**src/rtl/q8dq_pkg.sv**
```systemverilog
// Package: shared constants and fp16 decode helper for the Q8_0 dequantizer.
`timescale 1ns / 1ps
`default_nettype none
package q8dq_pkg;
    localparam logic [31:0] CANON_NAN = 32'h7FC0_0000;
    localparam logic [31:0] FP32_INF  = 32'h7F80_0000;
    localparam logic [4:0]  EXP_MAX   = 5'h1F;
    localparam logic [7:0]  SUB_BIAS  = 8'd113;
    localparam logic [7:0]  NRM_BIAS  = 8'd112;

    // Decoded fp16 scale, split for the multiply stage
    typedef struct packed {
        logic        sign;
        logic        is_zero;
        logic        is_inf;
        logic        is_nan;
        logic [7:0]  exp;
        logic [10:0] sig;
    } scale_t;

    // Decode an fp16 value; subnormals are normalized with a leading-zero count
    function automatic scale_t decode_half(input logic [15:0] h);
        scale_t      s;
        logic [4:0]  ex;
        logic [9:0]  man;
        logic [3:0]  lz;
        logic [10:0] nm;
        begin
            ex = h[14:10];
            man = h[9:0];
            s.sign = h[15];
            s.is_zero = (ex == 5'd0) && (man == 10'd0);
            s.is_inf = (ex == EXP_MAX) && (man == 10'd0);
            s.is_nan = (ex == EXP_MAX) && (man != 10'd0);
            lz = 4'd0;
            for (int i = 9; i >= 0; i--) begin
                if (man[i] && lz == 4'd0) begin
                    lz = 4'(10 - i);
                end
            end
            nm = {1'b0, man} << lz;
            if (ex == 5'd0) begin
                s.exp = SUB_BIAS - 8'(lz);
                s.sig = {1'b1, nm[9:0]};
            end else begin
                s.exp = 8'(ex) + NRM_BIAS;
                s.sig = {1'b1, man};
            end
            return s;
        end
    endfunction
endpackage
`default_nettype wire

```
**src/rtl/q8dq_mul.sv**
```systemverilog
// Module: int8 times decoded fp16 scale, exact float32 product.
`timescale 1ns / 1ps
`default_nettype none
module q8dq_mul
    import q8dq_pkg::*;
(
    input  wire scale_t      scale,
    input  wire logic [7:0]  q,
    output logic [31:0]      result
);
    logic        qneg;
    logic [7:0]  qmag;
    logic [18:0] prod;
    logic [4:0]  msb;
    logic [18:0] norm;
    logic [7:0]  rexp;
    logic        rsign;

    always_comb
    begin
        qneg = q[7];
        qmag = qneg ? 8'(-q) : q;
        prod = 19'(qmag) * 19'(scale.sig);
        msb = 5'd0;
        for (int i = 0; i < 19; i++) begin
            if (prod[i]) begin
                msb = 5'(i);
            end
        end
        // product below 2^19; shift leading one to bit 18 (exact, no rounding)
        norm = prod << (5'd18 - msb);
        rexp = scale.exp + 8'(msb) - 8'd10;
        rsign = qneg ^ scale.sign;
        if (scale.is_nan || (scale.is_inf && qmag == 8'd0)) begin
            result = CANON_NAN;
        end else if (scale.is_inf) begin
            result = {rsign, FP32_INF[30:0]};
        end else if (scale.is_zero || qmag == 8'd0) begin
            result = {rsign, 31'd0};
        end else begin
            result = {rsign, rexp, norm[17:0], 5'd0};
        end
    end
endmodule
`default_nettype wire

```
**src/rtl/q8_0_block_dequantizer.sv**
```systemverilog
// Top level: Q8_0 block byte stream to float32 elements.
`timescale 1ns / 1ps
`default_nettype none
// Accepts one byte per cycle while in_ready is high. Each block is BLOCK_ELEMENTS+2
// bytes: a little-endian fp16 scale, then signed bytes that each give one float32
// result (byte times scale, exact; NaN results are 0x7FC00000). Scale bytes produce
// no result. restart forces the byte to block offset zero. One register stage
// between input and output: a result appears the cycle after its byte is accepted,
// and with the output taken every cycle the block sustains one byte per cycle; the
// output register alone sets that figure.
module q8_0_block_dequantizer
    import q8dq_pkg::*;
#(
    parameter int BLOCK_ELEMENTS = 32
)
(
    input  wire logic        clk,
    input  wire logic        rst_n,
    input  wire logic        in_valid,
    output logic             in_ready,
    input  wire logic [7:0]  data_byte,
    input  wire logic        restart,
    output logic             out_valid,
    input  wire logic        out_ready,
    output logic [31:0]      value_bits,
    output logic [4:0]       element_index,
    output logic             last_in_block
);
    localparam int PW = $clog2(BLOCK_ELEMENTS + 2);
    localparam logic [PW-1:0] LAST_POS = PW'(BLOCK_ELEMENTS + 1);

    logic [PW-1:0] pos_reg, pos_next, cur_pos;
    logic [7:0]    slow_reg;
    scale_t        scale_reg;
    logic          out_valid_reg;
    logic [31:0]   value_reg;
    logic [4:0]    index_reg;
    logic          last_reg;
    logic [31:0]   prod;
    logic          acc, emit;

    q8dq_mul u_mul (
        .scale  (scale_reg),
        .q      (data_byte),
        .result (prod)
    );

    // accept while output empty or draining
    assign in_ready = !out_valid_reg || out_ready;
    assign acc = in_valid && in_ready;
    assign cur_pos = restart ? '0 : pos_reg;
    assign emit = cur_pos > PW'(1);

    // advance byte position
    always_comb
    begin
        if (cur_pos == LAST_POS) begin
            pos_next = '0;
        end else begin
            pos_next = cur_pos + PW'(1);
        end
    end

    always_ff @(posedge clk or negedge rst_n)
    begin
        if (!rst_n) begin
            pos_reg <= '0;
            out_valid_reg <= 1'b0;
            slow_reg <= 8'd0;
            scale_reg <= decode_half(16'd0);
        end else begin
            if (acc) begin
                pos_reg <= pos_next;
                if (cur_pos == '0) begin
                    slow_reg <= data_byte;
                end
                if (cur_pos == PW'(1)) begin
                    scale_reg <= decode_half({data_byte, slow_reg});
                end
            end
            if (in_ready) begin
                out_valid_reg <= acc && emit;
            end
        end
    end

    // hold result payload
    always_ff @(posedge clk)
    begin
        if (acc && emit) begin
            value_reg <= prod;
            index_reg <= 5'(cur_pos - PW'(2));
            last_reg <= (cur_pos == LAST_POS);
        end
    end

    assign out_valid = out_valid_reg;
    assign value_bits = value_reg;
    assign element_index = index_reg;
    assign last_in_block = last_reg;
endmodule
`default_nettype wire
```
**config.mk**
```make
export PLATFORM = sky130hd
export DESIGN_NAME = q8_0_block_dequantizer
export DESIGN_NICKNAME = d
export VERILOG_FILES = /design/src/rtl/q8dq_pkg.sv /design/src/rtl/q8dq_mul.sv /design/src/rtl/q8_0_block_dequantizer.sv
export SDC_FILE = /design/constraint.sdc
export NUM_CORES = 1
export LEC_CHECK = 0
export BUFFER_PORTS_ARGS = -buffer_cell sky130_fd_sc_hd__buf_2
export CELL_PAD_IN_SITES_DETAIL_PLACEMENT = 1
export CELL_PAD_IN_SITES_GLOBAL_PLACEMENT = 1
export CORE_MARGIN = 2
export CORE_UTILIZATION = 44
export DETAILED_ROUTE_END_ITERATION = 8
export PLACE_DENSITY_LB_ADDON = 0.1
export SLEW_MARGIN = 20
export SYNTH_ARGS = -nofsm -noshare
export SYNTH_HDL_FRONTEND = slang
export SYNTH_SLANG_ARGS = --single-unit
```
**constraint.sdc**
```tcl
create_clock -name clk -period 7.07 [get_ports clk]
set_clock_uncertainty 0.05 [all_clocks]
set_input_delay 0.3535 -clock clk [delete_from_list [all_inputs] [get_ports clk]]
set_output_delay 0.3535 -clock clk [all_outputs]
set_load 0.005 [all_outputs]
```
==> impl_summary.md, run 1 <==
Run status
The flow ran to the end, and the final reports show no timing, DRC or antenna violations.

Worst setup path
The startpoint kind of the worst setup timing path is an input port. The start-to-end type of the worst setup path is input port to flip-flop. For the worst setup path, the data arrival time is 7090 ps. In this run the worst setup path begins at data_byte[3]. The largest single stage delay on the critical path is 490 ps. The data required time at the worst endpoint is 7110 ps. The cell that appears most often on the critical path is sky130_fd_sc_hd__fa_1.

The slowest stage of the critical path is the sky130_fd_sc_hd__fa_1 cell. The nature of the critical path endpoint is a flip-flop. The worst register-to-register path begins at scale_reg[0]$_DFFE_PN0P_. Along the worst path, the maximum fanout reaches 13.

STA
The number of pins with negative max-slew slack in the final report was 0. Setup repair after global routing could not meet its margin everywhere. For this run, the top clock speed supported by timing is 142 MHz. The shortest clock period the worst path allows after layout is 7050 ps. The worst relative slew slack is 0.305. The final hold violation count was 0.

Setup violations remaining at the end of the flow were counted as 0. Dividing the final minimum period by the clock period gives 0.998. For the pin with the worst max-slew slack, the measured transition is 1030 ps.

Die
The area of the core is 0.0181 mm^2. The floorplan has 49 rows. The number of top-level design ports is 53. The floorplan step set the die height to 141 um. The floorplan step set the die width to 141 um. The die covers 0.0197 mm^2. For this configuration, the core starts out at a cell density of 0.452.

Clock network
The H-tree depth is 3. The clock-pin slew on the worst setup and hold paths is 60 ps. The CTS buffer count is 9. The clock root buffer is sky130_fd_sc_hd__clkbuf_16.

The clock net in this run drives a total of 69 sinks. In this run the deepest clock path goes through 2 buffers. TritonCTS built the clock tree.

The clock reaches the later pin of the worst-skew pair after 350 ps.

GRT
The number of global-route vias before repair is 8,342. The wire length of the first global-routing pass is 43,300 um. The initial antenna violation count came to 0.

The combined global-route utilization of all metal layers is 0.275. Entering global routing, the biggest net connects 40 pins. Global routing finished with a remaining overflow of 0.

Logic synthesis
The area share of the leading cell type in the synthesized netlist is 0.134. The most frequent cell after synthesis is sky130_fd_sc_hd__inv_1. By count the netlist is led by sky130_fd_sc_hd__inv_1 (111), sky130_fd_sc_hd__nand2_1 (74), sky130_fd_sc_hd__ha_1 (59).

During synthesis, Yosys emitted a total of 0 warnings. The part of the Yosys area used for sequential elements is 0.231. The flip-flop and latch count after synthesis is 69.

By area the synthesized netlist is led by sky130_fd_sc_hd__fa_1 (13%), sky130_fd_sc_hd__edfxtp_1 (12%), sky130_fd_sc_hd__dfrtp_1 (9.8%). Counting every instance in the synthesized netlist gives 908. Summed over all instances, the cell type with the most area after synthesis is sky130_fd_sc_hd__fa_1. Counting flops with a built-in enable in the synthesized netlist gives 33. In the synthesized netlist the async set-or-reset flop fraction comes to 0.522. A synthesized cell averages 9.03 um^2.

The post-synthesis cell type count is 88. The most used flip-flop cell after synthesis is sky130_fd_sc_hd__edfxtp_1. In this run the cell area of the synthesized design comes to 0.00820 mm^2.

Routing
The violation count after the first detailed-routing iteration is 334. The average routed wire per standard cell is 20.5 um. For this run, the detailed router's first-pass iteration total came to 5. The residual DRC count is 0. The detailed-route via count is 7,719.

The final routed wirelength across all metal layers is 27,700 um. The post-route antenna net violation count is 0. Using the TritonRoute via totals, the vias-per-cell ratio works out to 5.72.

Finish
The post-layout net count is 1,243. The ratio of cells with drive above 1 in the final layout is 0.344. Relative to the synthesized area, the layout overhead comes to 32.4%.

The number of antenna diodes in the final layout is 0. The register with the most flip-flops in the layout has 27 of them. Summing all non-filler instances in the final layout gives an area of 0.0109 mm^2.

Job
The tool flagged a number of max-cap violations equal to 0.

Min path
The type of the most critical hold path is input port to asynchronous set/reset pin.

Placed design
The wire-length estimate of the detail-placed layout is 20,600 um. During placement, the flow inserted port buffers numbering 47. Routability-driven placement finished with a final weighted congestion of 0.917. The placement-stage cell area is 0.00997 mm^2.
==> kinds of logic (layout without fill, tap and decap cells) <==
group | count (synthesis) | after routing | share of synthesized area
adders and majority gates | 114 | 114 | 0.224
other | 1 | 5 | 0.000457
buffers and inverters | 161 | 370 | 0.0798
AOI/OAI and AO/OA | 212 | 212 | 0.186
and+or+nand+nor | 288 | 288 | 0.186
xor gates and xnor gates | 30 | 30 | 0.0339
DFF | 69 | 69 | 0.231
muxes | 33 | 33 | 0.0588
==> critical path: cells and delay by family <==
| family | cells | cell delay [ps] |
|---|---|---|
| AO/OA/AOI/OAI | 10 | 1930 |
| XOR/XNOR | 2 | 300 |
| adder cells (fa/ha/maj) | 8 | 2840 |
| buffers and inverters | 11 | 1010 |
| AND/OR/NAND/NOR | 6 | 660 |
==> final timing paths <==
kind | slack (ps) | to | cells after the start
setup / recovery | 20 | value_bits[30]$_SDFFCE_PP1P_ | 37
hold / removal | 30 | pos_reg[4]$_DFFE_PN0P_ | 1
setup reg to reg | 210 | value_bits[30]$_SDFFCE_PP1P_ | 28
hold reg to reg | 450 | scale_reg[15]$_DFFE_PN1P_ | 2
max in group asynchronous | 6410 | scale_reg[5]$_DFFE_PN0P_ | 1
min in group clk | 250 | pos_reg[1]$_DFFE_PN0P_ | 3
==> per-layer routing <==
layer | vias to the layer above | routed length (um) | track usage
met5 | - | 0 | 0
met4 | 0 | 656 | 0.0789
met3 | 51 | 873 | 0.0315
met2 | 156 | 14900 | 0.519
met1 | 3957 | 11300 | 0.329
li1 | 3555 | - | -
==> placed cells by master (no fill, tap or decap), types with 8 or more instances in the layout <==
| cell type | Yosys | layout |
|---|---|---|
| sky130_fd_sc_hd__o21ai_1 | 5 | 8 |
| sky130_fd_sc_hd__nor4_1 | 12 | 10 |
| sky130_fd_sc_hd__a21o_1 | 17 | 17 |
| sky130_fd_sc_hd__dfrtp_1 | 32 | 32 |
| sky130_fd_sc_hd__mux2i_1 | 11 | 11 |
| sky130_fd_sc_hd__nand2b_1 | 16 | 16 |
| sky130_fd_sc_hd__buf_2 | 7 | 43 |
| sky130_fd_sc_hd__nor2b_1 | 33 | 30 |
| sky130_fd_sc_hd__xor2_1 | 13 | 11 |
| sky130_fd_sc_hd__edfxtp_1 | 33 | 33 |
| sky130_fd_sc_hd__nor2_1 | 40 | 36 |
| sky130_fd_sc_hd__nor3_1 | 14 | 10 |
| sky130_fd_sc_hd__and2_1 | 48 | 44 |
| sky130_fd_sc_hd__buf_4 | 5 | 184 |
| sky130_fd_sc_hd__ha_4 | 0 | 11 |
| sky130_fd_sc_hd__ha_1 | 59 | 47 |
| sky130_fd_sc_hd__nand3_1 | 15 | 15 |
| sky130_fd_sc_hd__inv_2 | 0 | 12 |
| sky130_fd_sc_hd__fa_1 | 55 | 51 |
| sky130_fd_sc_hd__mux2_2 | 11 | 11 |
| sky130_fd_sc_hd__a211oi_1 | 15 | 14 |
| sky130_fd_sc_hd__o31ai_1 | 11 | 10 |
| sky130_fd_sc_hd__buf_6 | 2 | 10 |
| sky130_fd_sc_hd__clkbuf_16 | 0 | 9 |
| sky130_fd_sc_hd__a21oi_1 | 42 | 36 |
| sky130_fd_sc_hd__nand2_1 | 74 | 70 |
| sky130_fd_sc_hd__inv_1 | 111 | 97 |
| sky130_fd_sc_hd__o21ai_0 | 40 | 33 |
| sky130_fd_sc_hd__a31oi_1 | 11 | 10 |
| sky130_fd_sc_hd__mux4_2 | 11 | 11 |
| sky130_fd_sc_hd__xnor2_1 | 15 | 14 |
==> through the flow <==
step           utilization  std cells  worst slack, ps  TNS, ps  hold WS (ps)
6_report             0.598       1350             17.5        0          31.3
5_1_grt              0.598       1350             -214     -895          86.2
4_1_cts              0.578       1330            -45.7    -46.0          53.5
3_5_place_dp         0.550       1301             -469    -4800           432
3_3_place_gp         0.550       1301             -304    -2370           418
2_1_floorplan            -        912             1.41        0          7.91
==> final cells by class <==
class	count	area [um^2]
Fill cell	2079	7290
Multi-Input combinational cell	682	6160
Sequential cell	69	1900
Timing Repair Buffer	241	1780
Inverter	113	437
Tap cell	229	287
Clock buffer	9	225
Clock inverter	7	73.8
==> timing repair <==
item / 4_1_cts / 5_1_grt
pin swaps: 42 / 57
setup endpoints to repair: 5 / 23
cloned: 0 / 1
buffers inserted: 13 / 19
hold endpoints to repair: 0 / 0
hold buffers: 0 / 0
resized for setup: 22 / 57
Power of run 1 is not shown: default switching activity piles up to over one toggle a cycle in this logic, so the estimate is an artifact.
==> run 2, diff against run 1 <==
Settings changed: ABC_AREA set to 1, CORE_UTILIZATION 44 to 42.
==> run 2 against run 1 <==
Synthesized cell count grew 17%. Register-to-register slack gained 110 ps. Area after synthesis shrank 4.7%. Highest routed layer unchanged. Worst hold slack gained 28 ps. Critical path depth grew 4. Die area shrank 0.19%.
==> impl_summary.md, run 2 <==
Run status
The flow ran to the end, and the final reports show no timing, DRC or antenna violations.

Routing
The post-route antenna net violation count is 0. The average routed wire per standard cell is 16.7 um. After detailed routing, the number of vias per cell comes to 5.25. For this run, design rule violations remaining after detail routing come to 0. After detailed routing, the total wire length is 24,100 um.

The violation count after the first detailed-routing iteration is 310. The first detailed-routing pass ran for 4 iterations. The detailed-route via count is 7,555.

Clock network
Clock tree synthesis selected as its root buffer the cell sky130_fd_sc_hd__clkbuf_16. The later pin in the worst-skew pair is clocked with a latency of 360 ps. The quantity of hold-fixing buffers added after cts is 0.

The clock tree from TritonCTS is done. Clock-pin slew was measured on the worst setup and hold paths at 70 ps. The H-tree depth is 3. The clock sink total is 69. The clock passes through at most 2 buffers. Counting the buffers created by CTS gives 9.

Logic synthesis
The synthesized area divided by synthesized cell count is 7.36 um^2. The number of cells produced by synthesis is 1,061. The dominant cell type by area after synthesis is sky130_fd_sc_hd__fa_1. In this run the cell area of the synthesized design comes to 0.00781 mm^2. By count the netlist is led by sky130_fd_sc_hd__nand2_1 (220), sky130_fd_sc_hd__inv_1 (192), sky130_fd_sc_hd__nor2_1 (113).

The area share of the leading cell type in the synthesized netlist is 0.141. The part of the Yosys area used for sequential elements is 0.243. The dominant synthesized flop cell is sky130_fd_sc_hd__edfxtp_1. In the post-synthesis netlist, the biggest area contributors are sky130_fd_sc_hd__fa_1 (14%), sky130_fd_sc_hd__edfxtp_1 (13%), sky130_fd_sc_hd__nand2_1 (11%). Among all cell types in the netlist, the one instantiated most often is sky130_fd_sc_hd__nand2_1. The synthesized design contains 69 register bits. Yosys printed 0 warnings.

The number of enable-type register cells in the synthesized netlist is 33. The post-synthesis cell type count is 54. Of all flip-flops after synthesis, the portion carrying an async set or reset was 0.522.

STA
The final clock period utilization by the worst path is 0.968. The final setup violation count is 0. In this run the tightest slew margin relative to its limit is 0.344.

The number of pins with negative max-slew slack in the final report is 0. In the final timing run, aggregate negative setup slack is 0 ps. Setup repair after global routing could not meet its margin everywhere. The final hold violation count is 0. Subtracting the final worst setup slack from the clock period gives 6840 ps. At the pin with the least slew margin, the transition time is 982 ps. Static timing analysis puts the maximum clock frequency at 146 MHz.

Die
The die extent in y is 140 um. The number of top-level design ports is 53. The floorplan step set the die width to 140 um. After floorplanning, the core was divided into 49 placement rows.

The core region is 0.0181 mm^2. For this configuration, the core starts out at a cell density of 0.432. The die area is 0.0197 mm^2.

Finish
The number of flip-flops in the largest register is 27. The number of antenna diodes in the final layout is 0. The count of fill cells added during filler insertion is 2,303. The area added between synthesis and finish is 24.9%.

Of the cells placed in the final design, the portion with a size suffix greater than 1 is 0.242. The library cell used most frequently in the layout, excluding fill and tap cells, is sky130_fd_sc_hd__nand2_1. The post-layout net count is 1,331. The library cells used most frequently in the layout, excluding fill and tap cells, are sky130_fd_sc_hd__nand2_1 (203), sky130_fd_sc_hd__inv_1 (184), sky130_fd_sc_hd__buf_4 (107), sky130_fd_sc_hd__nand3_1 (104), sky130_fd_sc_hd__nor2_1 (98).

The summed area of non-filler cells in the final layout is 0.00975 mm^2.

Placed design
During placement, the flow inserted port buffers numbering 47. The congestion estimate from routability-driven global placement came to 0.878. The HPWL after detailed placement is 18,900 um. The placement-stage cell area is 0.00899 mm^2.

Min path
The type of the most critical hold path is input port to asynchronous set/reset pin.

Worst setup path
The worst setup path is launched from an input port. The largest stage delay on the critical path is 540 ps. The highest-delay cell along the critical path is sky130_fd_sc_hd__fa_1. The setup path with the least slack is of type input port to flip-flop. The number of buffers and inverters on the critical path is 11. The top cell family by delay on the critical path is adder cells. The worst setup path is captured at a flip-flop. Along the worst path, the maximum fanout reaches 4. The data required time at the worst endpoint is 7110 ps. The arrival time at the worst endpoint is 6880 ps. The cell with the most instances on the worst path is sky130_fd_sc_hd__nand2_2.

Job
The reported max-cap violation count is 0.

GRT
Across every metal layer, demand over resource in global routing totals 0.248. Entering global routing, the biggest net connects 37 pins. The initial antenna violation count is 0.

Summed over all layers, the global routing overflow is 0. The wire length of the first global-routing pass is 39,500 um. The number of global-route vias before repair is 8,053.
[run 2: path summary, 6_finish.rpt]
check,slack [ps],start,end,cells past startpoint
worst max-delay path,230,data_byte[0],value_bits[30]$_SDFFCE_PP1P_,41
worst min-delay path,60,rst_n,pos_reg[4]$_DFFE_PN0P_,1
worst max register to register,320,scale_reg[3]$_DFFE_PN0P_,value_bits[30]$_SDFFCE_PP1P_,34
worst min register to register,440,scale_reg[13]$_DFFE_PN0P_,scale_reg[13]$_DFFE_PN0P_,2
max in group asynchronous,6360,rst_n,scale_reg[5]$_DFFE_PN0P_,1
min in group clk,260,out_ready,out_valid$_DFFE_PN0N_,4
[run 2: through the flow]
stage           util  cells  hold slack (ps)  setup slack [ps]
4_1_cts        0.516   1429             79.7              45.7
6_report       0.539   1438             59.1               228
3_5_place_dp   0.497   1412              433              -455
5_1_grt        0.539   1438              121              -164
2_1_floorplan      -   1065             7.91              46.8
3_3_place_gp   0.497   1412              426              -186
[run 2: cells by family (layout without fill, tap and decap cells)]
family                   Yosys count  count (layout)  share of synthesized area
buffers and inverters            232             376                      0.118
AND/OR/NAND/NOR                  508             508                      0.294
other                              1               5                   0.000480
adder cells (fa/ha/maj)          114             114                      0.235
XOR/XNOR                          18              18                     0.0235
flip-flops                        69              69                      0.243
AO/OA/AOI/OAI                    119             119                     0.0854
[run 2: worst register-to-register path, delay by kind of cell (launching register included)]
family | cells | cell delay (ps)
AOI/OAI and AO/OA | 6 | 870
xor gates and xnor gates | 1 | 150
DFF | 1 | 370
adders and majority gates | 8 | 3250
buffers and inverters | 7 | 670
and+or+nand+nor | 12 | 1140
[run 2: timing repair]
item                       4_1_cts  5_1_grt
setup buffers                    1        9
resized for setup                5       86
setup endpoints to repair        3       24
pin swaps                        1       40
cloned                           0        0
[run 2: layout make-up]
class | instances | area, um^2 | share of cell area
clock buffers | 9 | 225 | 0.0231
clock inverters | 7 | 104 | 0.0106
inverters | 204 | 776 | 0.0795
multi-input cells | 764 | 5370 | 0.551
flip-flops and latches | 69 | 1900 | 0.194
repair buffers | 156 | 1100 | 0.112
well taps | 229 | 287 | 0.0294
[run 2: layer usage]
| metal | vias to the layer above | GRT usage | wire [um] |
|---|---|---|---|
| li1 | 3656 | - | - |
| met3 | 46 | 0.0256 | 603 |
| met4 | 0 | 0.0675 | 531 |
| met2 | 126 | 0.453 | 12300 |
| met1 | 3727 | 0.314 | 10600 |
| met5 | - | 0 | 0 |
Power of run 2 is left out for the same reason.
==> run 3, diff against run 2 <==
Settings changed: CORE_MARGIN 2 to not set, PLACE_DENSITY_LB_ADDON 0.1 to 0.08.
==> run 3 against run 2 <==
The flow now finishes with violations (design-rule violations). Flip-flop and latch count stayed put. First-iteration DRC count up 22%. Register-to-register slack gained 170 ps. Die area is 2.8% lower. Non-clock buffer count fell by 1. Clock-buffer cell count unchanged. Core utilization fell by 0.53 points. Via count shrank 1.5%. Critical endpoint unchanged. Largest cell class unchanged.
==> impl_summary.md, run 3 (synthesized netlist as in run 2, its figures left out) <==
Finish
Once layout is complete, the utilization of the core stands at 0.534. The top cell types in the final layout, fill and taps aside, are sky130_fd_sc_hd__nand2_1 (208), sky130_fd_sc_hd__inv_1 (187), sky130_fd_sc_hd__nand3_1 (104), sky130_fd_sc_hd__buf_4 (104), sky130_fd_sc_hd__nor2_1 (96). Leaving out fill and tap cells, the most frequent cell in the layout is sky130_fd_sc_hd__nand2_1. In the final layout, the share of cells above drive strength 1 is 0.233. In the final design database the tool counted 1,330 nets. The area added between synthesis and finish is 23.7%. The number of antenna diodes in the final layout is 0. The count of fill cells added during filler insertion is 2,278. Once layout is done, the placed cells without fillers occupy 0.00966 mm^2. The register with the most flip-flops in the layout has 27 of them.

Run status
The run finished, with violations left. The checks that failed: design-rule violations.

Worst setup path
The arrival time at the worst endpoint is 6800 ps. By instance count, the cell type seen most on the critical path is sky130_fd_sc_hd__nand2_2. The highest-delay cell along the critical path is sky130_fd_sc_hd__fa_1. STA classifies the critical path endpoint as a flip-flop. The endpoint identified for the worst register-to-register timing path is value_bits[30]$_SDFFCE_PP1P_. Measured in cells, the most critical reg-to-reg path has a length of 35. Of all nets on the critical path, the largest fanout is 4. The largest stage delay on the critical path is 530 ps. The worst setup path is launched from an input port. On the critical path the largest part of the delay comes from adder cells. The worst setup path is of the input port to flip-flop kind. At the worst endpoint, the required time is 7110 ps.

The internal reg-to-reg setup slack is 490 ps. The startpoint identified for the worst register-to-register timing path is scale_reg[3]$_DFFE_PN0P_. The total stage count of the critical path is 41.

The number of buffers and inverters on the critical path is 10.

STA
Derived from the worst setup path, the maximum achievable clock frequency is 148 MHz. Setup violations remaining at the end of the flow were counted as 0. The worst path in the final design needs a cycle of 6770 ps, including I/O delays and setup.

The worst relative slew slack is 0.360. The slew of the pin with the lowest slew margin is 958 ps. The final hold violation count is 0. The number of pins with negative max-slew slack in the final report is 0.

The final clock period utilization by the worst path is 0.957. The final worst slack is 304 ps.

Routing
For this block, the routed nets add up to 23,300 um of wire. In the routed design, unresolved DRC markers number 6. The violation count after the first detailed-routing iteration is 378. The first TritonRoute pass finished after 7 iterations. The detail route stage leaves a number of antenna-violating nets equal to 0. The average routed wire per standard cell is 16.2 um. The detailed-route via count is 7,445. The vias per cell is 5.18.

Clock network
The H-tree was split into 3 levels. The clock sink total is 69. The number of buffers on the longest clock path is 2. TritonCTS built the clock tree. For the worst-skew pair, the clock arrives at the later sink with an insertion delay of 360 ps. The clock-pin slew on the worst setup and hold paths is 70 ps.

In this run, post-CTS hold repair placed 0 buffers. The CTS buffer count is 9. The cell sitting at the root of the clock tree is a sky130_fd_sc_hd__clkbuf_16.

GRT
Entering global routing, the biggest net connects 37 pins. The total overflow reported by the global router is 0. The combined global-route utilization of all metal layers is 0.254. The initial antenna violation count came to 0. The first global-routing pass estimated 38,900 um of wire.

The number of global-route vias before repair is 8,002.

Die
The die extent in y is 138 um. The starting density of the core is 0.432. The floorplan step defined a die boundary enclosing 0.0191 mm^2. 53 I/O pins were placed. In this run the horizontal extent of the chip is 138 um.

The core region is 0.0181 mm^2. The number of core rows is 49.

Min path
The worst hold path belongs to the class input port to asynchronous set/reset pin.

Placed design
The detailed placer's ending HPWL is 18,700 um. Port buffering added 47 buffers. The congestion estimate from routability-driven global placement came to 0.842. The placement-stage worst setup slack is -464 ps. The placed instances occupy a cell area of 0.00900 mm^2.

Job
Across the run, the number of max-cap violations was 0.
[run 3: how the worst max path moves through the flow]
stage / start / end / slack [ps]
2_1_floorplan: data_byte[1] / value_bits[30]$_SDFFCE_PP1P_ / 50
3_3_place_gp: data_byte[0] / value_bits[30]$_SDFFCE_PP1P_ / -190
3_5_place_dp: data_byte[0] / value_bits[30]$_SDFFCE_PP1P_ / -460
4_1_cts: data_byte[0] / value_bits[30]$_SDFFCE_PP1P_ / 30
5_1_grt: data_byte[0] / value_bits[30]$_SDFFCE_PP1P_ / -110
6_report: data_byte[0] / value_bits[30]$_SDFFCE_PP1P_ / 300
[run 3: per-stage QoR]
stage	setup TNS (ps)	std cells	hold slack, ps
detailed placement	-3480	1414	448
global route	-553	1437	103
finish	0	1437	33.9
global placement	-447	1414	427
CTS	0	1430	58.6
floorplan	0	1065	7.91
[run 3: worst reg2reg max path, delay by kind of cell, from the launching register on]
kind                       cells  cell delay, ps
AOI/OAI and AO/OA              5             600
xor gates and xnor gates       1             170
adders and majority gates      8            3260
buffers and inverters          7             590
DFF                            1             380
and+or+nand+nor               14            1260
[run 3: area by class of cell]
cell class	instances	area (um^2)	area share
well taps	229	287	0.0297
multi-input cells	764	5290	0.547
repair buffers	155	1090	0.113
flip-flops and latches	69	1900	0.196
inverters	204	773	0.0801
clock inverters	7	104	0.0108
clock buffers	9	225	0.0233
[run 3: routing by layer]
metal	vias to the layer above	global-route usage	part of all wire
met1	3618	0.316	0.44
met3	47	0.0308	0.025
li1	3651	-	-
met2	129	0.450	0.50
met5	-	0	0
met4	0	0.0982	0.031
[run 3: timing repair]
item / in CTS / in global routing
endpoints found under the setup margin: 2 / 23
endpoints found under the hold margin: 0 / 0
pin swaps: 5 / 31
buffers inserted: 0 / 7
resized for setup: 9 / 65
cloned: 0 / 0
Power of run 3 is left out for the same reason.
